File: src/design/psc_pkg.sv
package psc_pkg;

	localparam int unsigned PC_BITS = 5;

	localparam logic [12:0] ECHO_SCALE = 13'd4457;
	localparam logic [7:0] KEEP_WEIGHT = 8'd179;
	localparam logic [7:0] DRIFT_WEIGHT = 8'd243;
	localparam logic [6:0] NEW_WEIGHT = 7'd77;
	localparam logic [23:0] DRIFT_BIAS = 24'd665600;
	localparam logic [17:0] MIN_FRESH = 18'd512;
	localparam logic [15:0] DIST_RESET = 16'd51200;
	localparam logic [3:0] CHAOS_MARGIN = 4'd5;
	localparam logic [4:0] DIV_STEPS = 5'd24;

	localparam logic [7:0] NEAR_RESET = 8'd10;
	localparam logic [7:0] FAR_RESET = 8'd150;
	localparam logic [15:0] FAST_RESET = 16'd30;
	localparam logic [15:0] SLOW_RESET = 16'd500;
	localparam logic [7:0] DIM_RESET = 8'd5;
	localparam logic [7:0] FULL_RESET = 8'd255;
	localparam logic [7:0] BUZZ_RESET = 8'd40;

	typedef enum logic [2:0] {
		REG_NEAR,
		REG_FAR,
		REG_FAST,
		REG_SLOW,
		REG_DIM,
		REG_FULL,
		REG_BUZZ
	} reg_idx_t;

	typedef enum logic [1:0] {
		ST_IDLE,
		ST_ACTIVE,
		ST_CHAOS
	} status_t;

	typedef struct packed {
		logic [7:0] near;
		logic [7:0] far;
		logic [15:0] fast;
		logic [15:0] slow;
		logic [7:0] dim;
		logic [7:0] full;
		logic [7:0] buzz;
	} cfg_t;

	typedef enum logic [4:0] {
		OP_NOP,
		OP_ACCEPT,
		OP_TICK,
		OP_ECHO_MUL,
		OP_FRESH,
		OP_FILT_A,
		OP_FILT_B,
		OP_FILT_SUM,
		OP_INT_MUL,
		OP_DIV_INIT,
		OP_DIV_STEP,
		OP_INT_SUM,
		OP_INT_CLAMP,
		OP_BRT_MUL,
		OP_BRT_SUM,
		OP_BRT_CLAMP,
		OP_STROBE,
		OP_OFF,
		OP_EMIT
	} op_t;

	typedef enum logic [2:0] {
		C_NEVER,
		C_ALWAYS,
		C_NO_INPUT,
		C_IS_TICK,
		C_OUT_RANGE,
		C_DIV_MORE,
		C_OUT_BUSY
	} cond_t;

	typedef struct packed {
		op_t op;
		cond_t cond;
		logic [PC_BITS-1:0] target;
	} uword_t;

	typedef struct packed {
		logic no_input;
		logic is_tick;
		logic out_range;
		logic div_more;
		logic out_busy;
	} flags_t;

	localparam logic [PC_BITS-1:0] A_ACCEPT = 5'd0;
	localparam logic [PC_BITS-1:0] A_RANGE = 5'd7;
	localparam logic [PC_BITS-1:0] A_DIV_INT = 5'd9;
	localparam logic [PC_BITS-1:0] A_DIV_BRT = 5'd14;
	localparam logic [PC_BITS-1:0] A_OFF = 5'd18;
	localparam logic [PC_BITS-1:0] A_EMIT = 5'd19;

	function automatic uword_t mk_uword(input op_t op, input cond_t cond,
		input logic [PC_BITS-1:0] target);
		uword_t w;
		w.op = op;
		w.cond = cond;
		w.target = target;
		return w;
	endfunction

	function automatic uword_t ucode_rom(input logic [PC_BITS-1:0] addr);
		uword_t w;
		case (addr)
			5'd0: w = mk_uword(OP_ACCEPT, C_NO_INPUT, A_ACCEPT);
			5'd1: w = mk_uword(OP_TICK, C_IS_TICK, A_RANGE);
			5'd2: w = mk_uword(OP_ECHO_MUL, C_NEVER, A_ACCEPT);
			5'd3: w = mk_uword(OP_FRESH, C_NEVER, A_ACCEPT);
			5'd4: w = mk_uword(OP_FILT_A, C_NEVER, A_ACCEPT);
			5'd5: w = mk_uword(OP_FILT_B, C_NEVER, A_ACCEPT);
			5'd6: w = mk_uword(OP_FILT_SUM, C_NEVER, A_ACCEPT);
			5'd7: w = mk_uword(OP_INT_MUL, C_OUT_RANGE, A_OFF);
			5'd8: w = mk_uword(OP_DIV_INIT, C_NEVER, A_ACCEPT);
			5'd9: w = mk_uword(OP_DIV_STEP, C_DIV_MORE, A_DIV_INT);
			5'd10: w = mk_uword(OP_INT_SUM, C_NEVER, A_ACCEPT);
			5'd11: w = mk_uword(OP_INT_CLAMP, C_NEVER, A_ACCEPT);
			5'd12: w = mk_uword(OP_BRT_MUL, C_NEVER, A_ACCEPT);
			5'd13: w = mk_uword(OP_DIV_INIT, C_NEVER, A_ACCEPT);
			5'd14: w = mk_uword(OP_DIV_STEP, C_DIV_MORE, A_DIV_BRT);
			5'd15: w = mk_uword(OP_BRT_SUM, C_NEVER, A_ACCEPT);
			5'd16: w = mk_uword(OP_BRT_CLAMP, C_NEVER, A_ACCEPT);
			5'd17: w = mk_uword(OP_STROBE, C_ALWAYS, A_EMIT);
			5'd18: w = mk_uword(OP_OFF, C_NEVER, A_ACCEPT);
			5'd19: w = mk_uword(OP_EMIT, C_OUT_BUSY, A_EMIT);
			default: w = mk_uword(OP_NOP, C_ALWAYS, A_ACCEPT);
		endcase
		return w;
	endfunction

endpackage

File: src/design/psc_sequencer.sv
module psc_sequencer (
	input  logic            clk,
	input  logic            arst_n,
	input  psc_pkg::flags_t flags,
	output psc_pkg::op_t    op
);
	import psc_pkg::*;

	logic [PC_BITS-1:0] pc_q;
	uword_t uw;
	logic take;

	assign uw = ucode_rom(pc_q);
	assign op = uw.op;

	always_comb begin
		case (uw.cond)
			C_NEVER: take = 1'b0;
			C_ALWAYS: take = 1'b1;
			C_NO_INPUT: take = flags.no_input;
			C_IS_TICK: take = flags.is_tick;
			C_OUT_RANGE: take = flags.out_range;
			C_DIV_MORE: take = flags.div_more;
			C_OUT_BUSY: take = flags.out_busy;
			default: take = 1'b0;
		endcase
	end

	always_ff @(posedge clk or negedge arst_n) begin
		if (!arst_n) begin
			pc_q <= A_ACCEPT;
		end else if (take) begin
			pc_q <= uw.target;
		end else begin
			pc_q <= pc_q + 1'b1;
		end
	end

endmodule

File: src/design/psc_datapath.sv
module psc_datapath #(
	parameter int unsigned ELAPSED_BITS = 16
) (
	input  logic            clk,
	input  logic            arst_n,
	input  psc_pkg::op_t    op,
	input  psc_pkg::cfg_t   cfg,
	output psc_pkg::flags_t flags,
	input  logic            in_valid,
	output logic            in_ready,
	input  logic            command,
	input  logic [14:0]     echo_us,
	output logic            out_valid,
	input  logic            out_ready,
	output logic [7:0]      pwm_level,
	output logic            buzzer_on,
	output logic [1:0]      status,
	output logic [7:0]      distance_cm
);
	import psc_pkg::*;

	localparam int unsigned CMP_BITS = (ELAPSED_BITS > 16) ? ELAPSED_BITS : 16;

	logic cmd_q;
	logic [14:0] echo_q;
	logic [15:0] fd_q;
	logic [ELAPSED_BITS-1:0] elapsed_q;
	logic phase_q;
	logic [7:0] pwm_hold_q;
	logic buz_hold_q;
	logic signed [35:0] prod_q;
	logic [23:0] sum_q;
	logic [15:0] fresh_q;
	logic acc_q;
	logic [23:0] quo_q;
	logic [7:0] rem_q;
	logic [4:0] dcnt_q;
	logic neg_q;
	logic signed [25:0] mapped_q;
	logic [15:0] interval_q;
	logic [7:0] bright_q;
	logic out_valid_q;
	logic [7:0] out_pwm_q;
	logic out_buz_q;
	status_t out_status_q;
	logic [7:0] out_dist_q;

	logic [15:0] far_fx;
	logic signed [8:0] span;
	logic [8:0] span_neg;
	logic [7:0] span_mag;
	logic span_zero;
	logic signed [8:0] cm_off;
	logic signed [16:0] int_diff;
	logic signed [8:0] brt_diff;
	logic signed [17:0] mul_a;
	logic signed [17:0] mul_b;
	logic signed [35:0] product;
	logic [17:0] fresh18;
	logic [35:0] prod_abs;
	logic [8:0] shifted;
	logic [9:0] trial;
	logic [24:0] filt_total;
	logic signed [25:0] q_ext;
	logic signed [25:0] map_base;
	logic signed [25:0] map_sum;
	logic signed [25:0] clamp_lo;
	logic signed [25:0] clamp_hi;
	logic signed [25:0] clamp_val;
	logic toggle;
	logic new_phase;
	logic buz_near;
	logic [8:0] near5;
	logic chaos;
	logic in_range;
	status_t status_next;
	logic emit_fire;

	assign far_fx = {cfg.far, 8'h00};
	assign span = $signed({1'b0, cfg.far}) - $signed({1'b0, cfg.near});
	assign span_neg = 9'(-span);
	assign span_mag = span[8] ? span_neg[7:0] : span[7:0];
	assign span_zero = (span == 9'sd0);
	assign cm_off = $signed({1'b0, fd_q[15:8]}) - $signed({1'b0, cfg.near});
	assign int_diff = $signed({1'b0, cfg.slow}) - $signed({1'b0, cfg.fast});
	assign brt_diff = $signed({1'b0, cfg.dim}) - $signed({1'b0, cfg.full});

	// shared multiplier operand selection
	always_comb begin
		case (op)
			OP_ECHO_MUL: begin
				mul_a = {3'b000, echo_q};
				mul_b = {5'b00000, ECHO_SCALE};
			end
			OP_FILT_A: begin
				mul_a = {2'b00, fd_q};
				mul_b = {10'b0, (acc_q ? KEEP_WEIGHT : DRIFT_WEIGHT)};
			end
			OP_FILT_B: begin
				mul_a = {2'b00, fresh_q};
				mul_b = {11'b0, NEW_WEIGHT};
			end
			OP_INT_MUL: begin
				mul_a = {{9{cm_off[8]}}, cm_off};
				mul_b = {int_diff[16], int_diff};
			end
			OP_BRT_MUL: begin
				mul_a = {{9{cm_off[8]}}, cm_off};
				mul_b = {{9{brt_diff[8]}}, brt_diff};
			end
			default: begin
				mul_a = 18'sd0;
				mul_b = 18'sd0;
			end
		endcase
	end

	assign product = mul_a * mul_b;

	assign fresh18 = prod_q[27:10];
	assign prod_abs = prod_q[35] ? 36'(-prod_q) : prod_q;
	assign shifted = {rem_q, quo_q[23]};
	assign trial = {1'b0, shifted} - {2'b00, span_mag};
	assign filt_total = {1'b0, sum_q} + {1'b0, prod_q[23:0]};

	assign q_ext = $signed({2'b00, quo_q});
	assign map_base = (op == OP_INT_SUM) ? $signed({10'b0, cfg.fast})
		: $signed({18'b0, cfg.full});
	assign map_sum = span_zero ? map_base : (neg_q ? map_base - q_ext : map_base + q_ext);

	assign clamp_lo = (op == OP_INT_CLAMP) ? $signed({10'b0, cfg.fast})
		: $signed({18'b0, cfg.dim});
	assign clamp_hi = (op == OP_INT_CLAMP) ? $signed({10'b0, cfg.slow})
		: $signed({18'b0, cfg.full});
	assign clamp_val = (mapped_q < clamp_lo) ? clamp_lo
		: ((mapped_q > clamp_hi) ? clamp_hi : mapped_q);

	assign toggle = CMP_BITS'(interval_q) <= CMP_BITS'(elapsed_q);
	assign new_phase = ~phase_q;
	assign buz_near = fd_q < {cfg.buzz, 8'h00};
	assign near5 = {1'b0, cfg.near} + 9'(CHAOS_MARGIN);
	assign chaos = {1'b0, fd_q} < {near5, 8'h00};
	assign in_range = fd_q <= far_fx;
	assign status_next = chaos ? ST_CHAOS : (in_range ? ST_ACTIVE : ST_IDLE);
	assign emit_fire = (op == OP_EMIT) && (!out_valid_q || out_ready);

	assign flags.no_input = !in_valid;
	assign flags.is_tick = !cmd_q;
	assign flags.out_range = !in_range;
	assign flags.div_more = (dcnt_q != 5'd1);
	assign flags.out_busy = out_valid_q && !out_ready;

	assign in_ready = (op == OP_ACCEPT);
	assign out_valid = out_valid_q;
	assign pwm_level = out_pwm_q;
	assign buzzer_on = out_buz_q;
	assign status = out_status_q;
	assign distance_cm = out_dist_q;

	// filter and strobe state
	always_ff @(posedge clk or negedge arst_n) begin
		if (!arst_n) begin
			fd_q <= DIST_RESET;
			elapsed_q <= '0;
			phase_q <= 1'b0;
			pwm_hold_q <= 8'd0;
			buz_hold_q <= 1'b0;
			dcnt_q <= 5'd0;
			out_valid_q <= 1'b0;
		end else begin
			case (op)
				OP_TICK: begin
					if (!cmd_q && (elapsed_q != {ELAPSED_BITS{1'b1}})) begin
						elapsed_q <= elapsed_q + 1'b1;
					end
				end
				OP_FILT_SUM: fd_q <= filt_total[23:8];
				OP_DIV_INIT: dcnt_q <= DIV_STEPS;
				OP_DIV_STEP: dcnt_q <= dcnt_q - 1'b1;
				OP_STROBE: begin
					if (toggle) begin
						elapsed_q <= '0;
						phase_q <= new_phase;
						pwm_hold_q <= new_phase ? bright_q : 8'd0;
						buz_hold_q <= buz_near ? new_phase : 1'b0;
					end
				end
				OP_OFF: begin
					pwm_hold_q <= 8'd0;
					buz_hold_q <= 1'b0;
				end
				default: begin
				end
			endcase
			if (emit_fire) begin
				out_valid_q <= 1'b1;
			end else if (out_ready) begin
				out_valid_q <= 1'b0;
			end
		end
	end

	// working registers
	always_ff @(posedge clk) begin
		case (op)
			OP_ACCEPT: begin
				if (in_valid) begin
					cmd_q <= command;
					echo_q <= echo_us;
				end
			end
			OP_ECHO_MUL, OP_FILT_A, OP_INT_MUL, OP_BRT_MUL: prod_q <= product;
			OP_FRESH: begin
				fresh_q <= fresh18[15:0];
				acc_q <= (fresh18 >= MIN_FRESH) && (fresh18 <= {2'b00, far_fx});
			end
			OP_FILT_B: begin
				sum_q <= prod_q[23:0];
				prod_q <= acc_q ? product : $signed({12'b0, DRIFT_BIAS});
			end
			OP_DIV_INIT: begin
				quo_q <= prod_abs[23:0];
				rem_q <= 8'd0;
				neg_q <= prod_q[35] ^ span[8];
			end
			OP_DIV_STEP: begin
				if (!trial[9]) begin
					rem_q <= trial[7:0];
					quo_q <= {quo_q[22:0], 1'b1};
				end else begin
					rem_q <= shifted[7:0];
					quo_q <= {quo_q[22:0], 1'b0};
				end
			end
			OP_INT_SUM, OP_BRT_SUM: mapped_q <= map_sum;
			OP_INT_CLAMP: interval_q <= clamp_val[15:0];
			OP_BRT_CLAMP: bright_q <= clamp_val[7:0];
			default: begin
			end
		endcase
		if (emit_fire) begin
			out_pwm_q <= pwm_hold_q;
			out_buz_q <= buz_hold_q;
			out_status_q <= status_next;
			out_dist_q <= fd_q[15:8];
		end
	end

endmodule

File: src/design/proximity_strobe_controller.sv
// proximity strobe controller
// input channel (in_valid/in_ready): command 0 is a one millisecond tick,
// command 1 carries an echo width in echo_us. every input transaction yields
// exactly one output transaction with the held pwm level, buzzer level,
// status (0 idle, 1 active, 2 chaos) and filtered distance in cm.
// configuration channel (cfg_valid/cfg_ready, always ready): cfg_index picks
// the register, cfg_data carries the value; write only while idle.
// a microcoded sequencer steps one control word per cycle through a shared
// multiplier and a one bit per cycle divider run twice. an echo passes the
// filter steps first, a tick skips them; in range both then run the interval
// and brightness mappings and the strobe step, out of range they go to the
// off step. once the result is loaded the sequencer passes a nop step and
// returns to the accept step, so one item is done before the next is taken.
// the result sits in an output register; a stalled receiver does not block
// acceptance of the next item, which waits at its final step only if the
// previous result is still not taken.
// reset: registers take their default values, filtered distance is 200 cm,
// strobe, pwm, buzzer and millisecond count are cleared, no output pending.
module proximity_strobe_controller #(
	parameter int unsigned ELAPSED_BITS = 16
) (
	input  logic        clk,
	input  logic        arst_n,
	input  logic        in_valid,
	output logic        in_ready,
	input  logic        command,
	input  logic [14:0] echo_us,
	output logic        out_valid,
	input  logic        out_ready,
	output logic [7:0]  pwm_level,
	output logic        buzzer_on,
	output logic [1:0]  status,
	output logic [7:0]  distance_cm,
	input  logic        cfg_valid,
	output logic        cfg_ready,
	input  logic [2:0]  cfg_index,
	input  logic [15:0] cfg_data
);
	import psc_pkg::*;

	cfg_t cfg_q;
	flags_t flags;
	op_t op;

	assign cfg_ready = 1'b1;

	always_ff @(posedge clk or negedge arst_n) begin
		if (!arst_n) begin
			cfg_q.near <= NEAR_RESET;
			cfg_q.far <= FAR_RESET;
			cfg_q.fast <= FAST_RESET;
			cfg_q.slow <= SLOW_RESET;
			cfg_q.dim <= DIM_RESET;
			cfg_q.full <= FULL_RESET;
			cfg_q.buzz <= BUZZ_RESET;
		end else if (cfg_valid && cfg_ready) begin
			case (cfg_index)
				REG_NEAR: cfg_q.near <= cfg_data[7:0];
				REG_FAR: cfg_q.far <= cfg_data[7:0];
				REG_FAST: cfg_q.fast <= cfg_data;
				REG_SLOW: cfg_q.slow <= cfg_data;
				REG_DIM: cfg_q.dim <= cfg_data[7:0];
				REG_FULL: cfg_q.full <= cfg_data[7:0];
				REG_BUZZ: cfg_q.buzz <= cfg_data[7:0];
				default: begin
				end
			endcase
		end
	end

	psc_sequencer u_seq (
		.clk    (clk),
		.arst_n (arst_n),
		.flags  (flags),
		.op     (op)
	);

	psc_datapath #(
		.ELAPSED_BITS (ELAPSED_BITS)
	) u_dp (
		.clk         (clk),
		.arst_n      (arst_n),
		.op          (op),
		.cfg         (cfg_q),
		.flags       (flags),
		.in_valid    (in_valid),
		.in_ready    (in_ready),
		.command     (command),
		.echo_us     (echo_us),
		.out_valid   (out_valid),
		.out_ready   (out_ready),
		.pwm_level   (pwm_level),
		.buzzer_on   (buzzer_on),
		.status      (status),
		.distance_cm (distance_cm)
	);

	// one item in flight: no second acceptance right after one
	a_single_accept: assert property (@(posedge clk) disable iff (!arst_n)
		(in_valid && in_ready) |=> !in_ready)
		else $error("input accepted on consecutive cycles");

	// a result is only loaded while the sequencer is not at its accept step
	a_emit_not_accept: assert property (@(posedge clk) disable iff (!arst_n)
		$rose(out_valid) |-> !$past(in_ready))
		else $error("result loaded during accept step");

	// beyond activation distance the strobe outputs are off
	a_idle_dark: assert property (@(posedge clk) disable iff (!arst_n)
		(out_valid && status == ST_IDLE) |-> (pwm_level == 8'd0 && !buzzer_on))
		else $error("pwm or buzzer active while idle");

	a_status_code: assert property (@(posedge clk) disable iff (!arst_n)
		out_valid |-> (status != 2'd3))
		else $error("undefined status code");

endmodule
File: config.mk
export PLATFORM = sky130hd
export DESIGN_NAME = proximity_strobe_controller
export DESIGN_NICKNAME = d
export VERILOG_FILES = /design/src/design/psc_pkg.sv /design/src/design/psc_sequencer.sv /design/src/design/psc_datapath.sv /design/src/design/proximity_strobe_controller.sv
export SDC_FILE = /design/constraint.sdc
export NUM_CORES = 2
export LEC_CHECK = 0
export ABC_AREA = 1
export BUFFER_PORTS_ARGS = -buffer_cell sky130_fd_sc_hd__buf_2
export CORE_ASPECT_RATIO = 1.2
export CORE_MARGIN = 3
export CORE_UTILIZATION = 60
export CTS_CLUSTER_DIAMETER = 40
export CTS_CLUSTER_SIZE = 8
export DETAILED_ROUTE_END_ITERATION = 10
export HOLD_SLACK_MARGIN = 0.06
export PLACE_DENSITY = 0.77
export REMOVE_ABC_BUFFERS = 1
export SLEW_MARGIN = 20
export SYNTH_ARGS = -nofsm -noshare
export SYNTH_HDL_FRONTEND = slang
export SYNTH_HIERARCHICAL = 1
export SYNTH_SLANG_ARGS = --single-unit
File: constraint.sdc
create_clock -name clk -period 15 [get_ports clk]
set_input_delay 0.75 -clock clk [delete_from_list [all_inputs] [get_ports clk]]
set_output_delay 0.75 -clock clk [all_outputs]
set_load 0.05 [all_outputs]
==> metrics.csv <==
metric,value,unit
Via density,5.60,
vias in the first global route,29700,
Mean Syn Cell Area,7.79,sq um
area growth from synthesis to layout,7.71,%
Worst path slowest cell,nor4_1,
routed wire length,99700,microns
grt ovf,0,
Max Fclk,107,MHz
setup violators final,0,
Port Buffers,60,
Tcrit/Tclk final,62.0,%
Post-CTS Hold Buffers,0,
layout cells sized above 1,7.79,%
Combinational Power Share,67.6,%
WP data required,15.35,ns
CTS sink count,313,
Final Max Tran Viols,0,
crit-path leading delay family,adder cells,
Max IR drop VDD,0.224,mV
Worst Skew,0.0309,ns
CP Capture Type,flip-flop,
post-DP HPWL,79500,microns
switching share of power,54.4,%
"most common cell after layout, fill and taps aside",nand2_1,
row count,96,
largest net degree at the start of global routing,67,
cell taking the most area after synthesis,fa_1,
peak per-stage delay on the critical path,0.83,ns
WS Path Type,reg2reg,
PwrDens,244,nW/um^2
Static Leakage,0.0199,uW
most frequent cells in the layout,"nand2_1 (1,208), inv_1 (880), fa_1 (326)",
Placeable Area,57500,sq um
htree depth,2,
Int Power,4200,uW
Synth Instances,4505,
Post-CTS Setup Bufs,0,
drt pass-1 iters,7,
Initial Utilization,61.0,%
DIE HEIGHT,271,microns
drt first-iter violations,2436,
CTS Buf Count,57,
main flop type after synthesis,edfxtp_1,
Yosys warning count,6,
ANT nets after route,0,
Final Core Density,65.7,%
via count,29900,
slew margin rel.,29.9,%
Die X,227,microns
first-pass GRT wire length,159000,microns
clock buffer depth,3,
Mapped Area,35100,sq um
Post-CTS Resized,0,
minimum clock period,9.31,ns
sw power,5010,uW
WP data arrival,9.66,ns
GRT Total Usage,33.0,%
Synth top area share,18.6,%
Yosys cell types,70,
number of synthesized flops with an enable pin,188,
die area,61400,sq um
insertion delay to the later sink of the worst-skew pair,0.61,ns
ys async rst share,39.9,%
setup tns final,0,ns
"Seq/Total Area, Yosys",25.1,%
DRC,0,
Routability Congestion,1.02,
endpoints failing hold,0,
max-cap violations,0,
initial antenna violation count,0,
Yosys reg bits,313,
Boundary Pins,62,
Hold Crit Class,in2async,
CP Launch Type,flip-flop,
CTS tree,yes,
Flop pwr share,18.8,%
actual slew at the worst max-slew pin,1.05,ns
status,"finished, final reports clean",
"top cells by area, synth","fa_1 (19%), edfxtp_1 (16%), nand2_1 (13%), ha_1 (10%), inv_1 (9.4%)",
CP bufs+invs,8,
WL/cell,18.7,microns
"Reg clk slew, reported paths",0.05,ns
clock share of power,13.6,%
Root Buffer,clkbuf_16,
layout net count,5198,
worst-path fanout max,43,
RSZ-0062 raised after global routing,false,
## stage by stage
| step | power (uW) | cells | hold slack, ns | setup slack [ns] | cell area [sq um] |
|---|---|---|---|---|---|
| detailed placement | 7820 | 5223 | 0.440 | 5.69 | 35900 |
| global placement | 7740 | 5223 | 0.430 | 5.81 | 35900 |
| finish | 9210 | 5332 | 0.212 | 5.69 | 37800 |
| floorplan | 5910 | 4412 | 0.418 | 6.77 | 34500 |
| CTS | 9140 | 5331 | 0.218 | 5.65 | 37800 |
| global route | 10000 | 5331 | 0.267 | 4.87 | 37800 |
## worst reg2reg max path, delay by kind of cell (launching register included)
kind	cells	cell delay, ns
buffers and inverters	8	1.51
AND/OR/NAND/NOR	16	3.14
adder cells (fa/ha/maj)	7	3.78
flip-flops	1	0.58
## cells by family (layout without fill, tap and decap cells)
kind of cell	count (synthesis)	in the layout	share of synthesized area, %
DFF	313	313	25.1
buffers and inverters	1027	1118	11.6
AOI/OAI and AO/OA	468	468	7.52
and+or+nand+nor	2013	2013	25.2
xor gates and xnor gates	72	72	1.80
other	1	2	0.0107
adders and majority gates	611	611	28.8
## synthesized netlist by cell type, types with 72 or more instances
cell      instances
a21oi_1         199
nand2_1        1208
nor2_1          320
nand4_1          72
fa_1            326
o21ai_0         160
inv_1           880
nand3_1         234
edfxtp_1        188
ha_1            285
dfrtp_1          94
## power groups by stage
stage	clock (uW)	combinational [uW]	sequential, uW
6_report	1250	6230	1730
5_1_grt	1310	6980	1750
2_1_floorplan	0	4340	1570
3_5_place_dp	0	6090	1730
3_3_place_gp	0	6010	1720
4_1_cts	1270	6160	1720
## path summary, 6_finish.rpt
path,start,end,slack [ns],depth (start not counted)
max in group asynchronous,arst_n,cfg_q[47],13.36,2
max,u_seq/pc_q[3],u_dp/prod_q[35],5.69,31
min,arst_n,u_dp/dcnt_q[4],0.21,1
min reg2reg,u_dp/bright_q[6],u_dp/pwm_hold_q[6],0.45,2
max reg2reg,u_seq/pc_q[3],u_dp/prod_q[35],5.69,31
min in group clk,echo_us[13],u_dp/echo_q[13],0.31,1
## routing by layer
metal / vias to the layer above / part of all wire, % / wire, microns / track usage [%]
li1: 14200 / - / - / -
met1: 14100 / 39 / 38400 / 41.4
met2: 1178 / 48 / 47500 / 54.9
met3: 357 / 7.3 / 7320 / 5.30
met4: 0 / 6.4 / 6410 / 17.3
met5: - / 0 / 0 / 0
## registers in the layout (all words and copies together) (netlist names), 2 cells and up
signal	count
u_dp/distance_cm	8
u_dp/fd_q	16
u_dp/prod_q	29
u_dp/pwm_hold_q	8
u_dp/dcnt_q	5
u_dp/status	2
u_seq/pc_q	5
u_dp/elapsed_q	16
u_dp/interval_q	16
u_dp/mapped_q	26
u_dp/echo_q	15
cfg_q	72
u_dp/rem_q	8
u_dp/quo_q	24
u_dp/fresh_q	16
u_dp/sum_q	24
u_dp/bright_q	8
u_dp/pwm_level	8
## area by class of cell
cell class | count | area [sq um]
clock inverter | 19 | 183
fill | 4887 | 19700
inverter | 934 | 3510
tap | 735 | 920
timing repair buffer | 76 | 423
antenna | 1 | 2.50
clock buffer | 89 | 1710
sequential | 313 | 8810
multi-input combinational | 3165 | 22200
No activity file was read; power rests on OpenSTA's default activity.
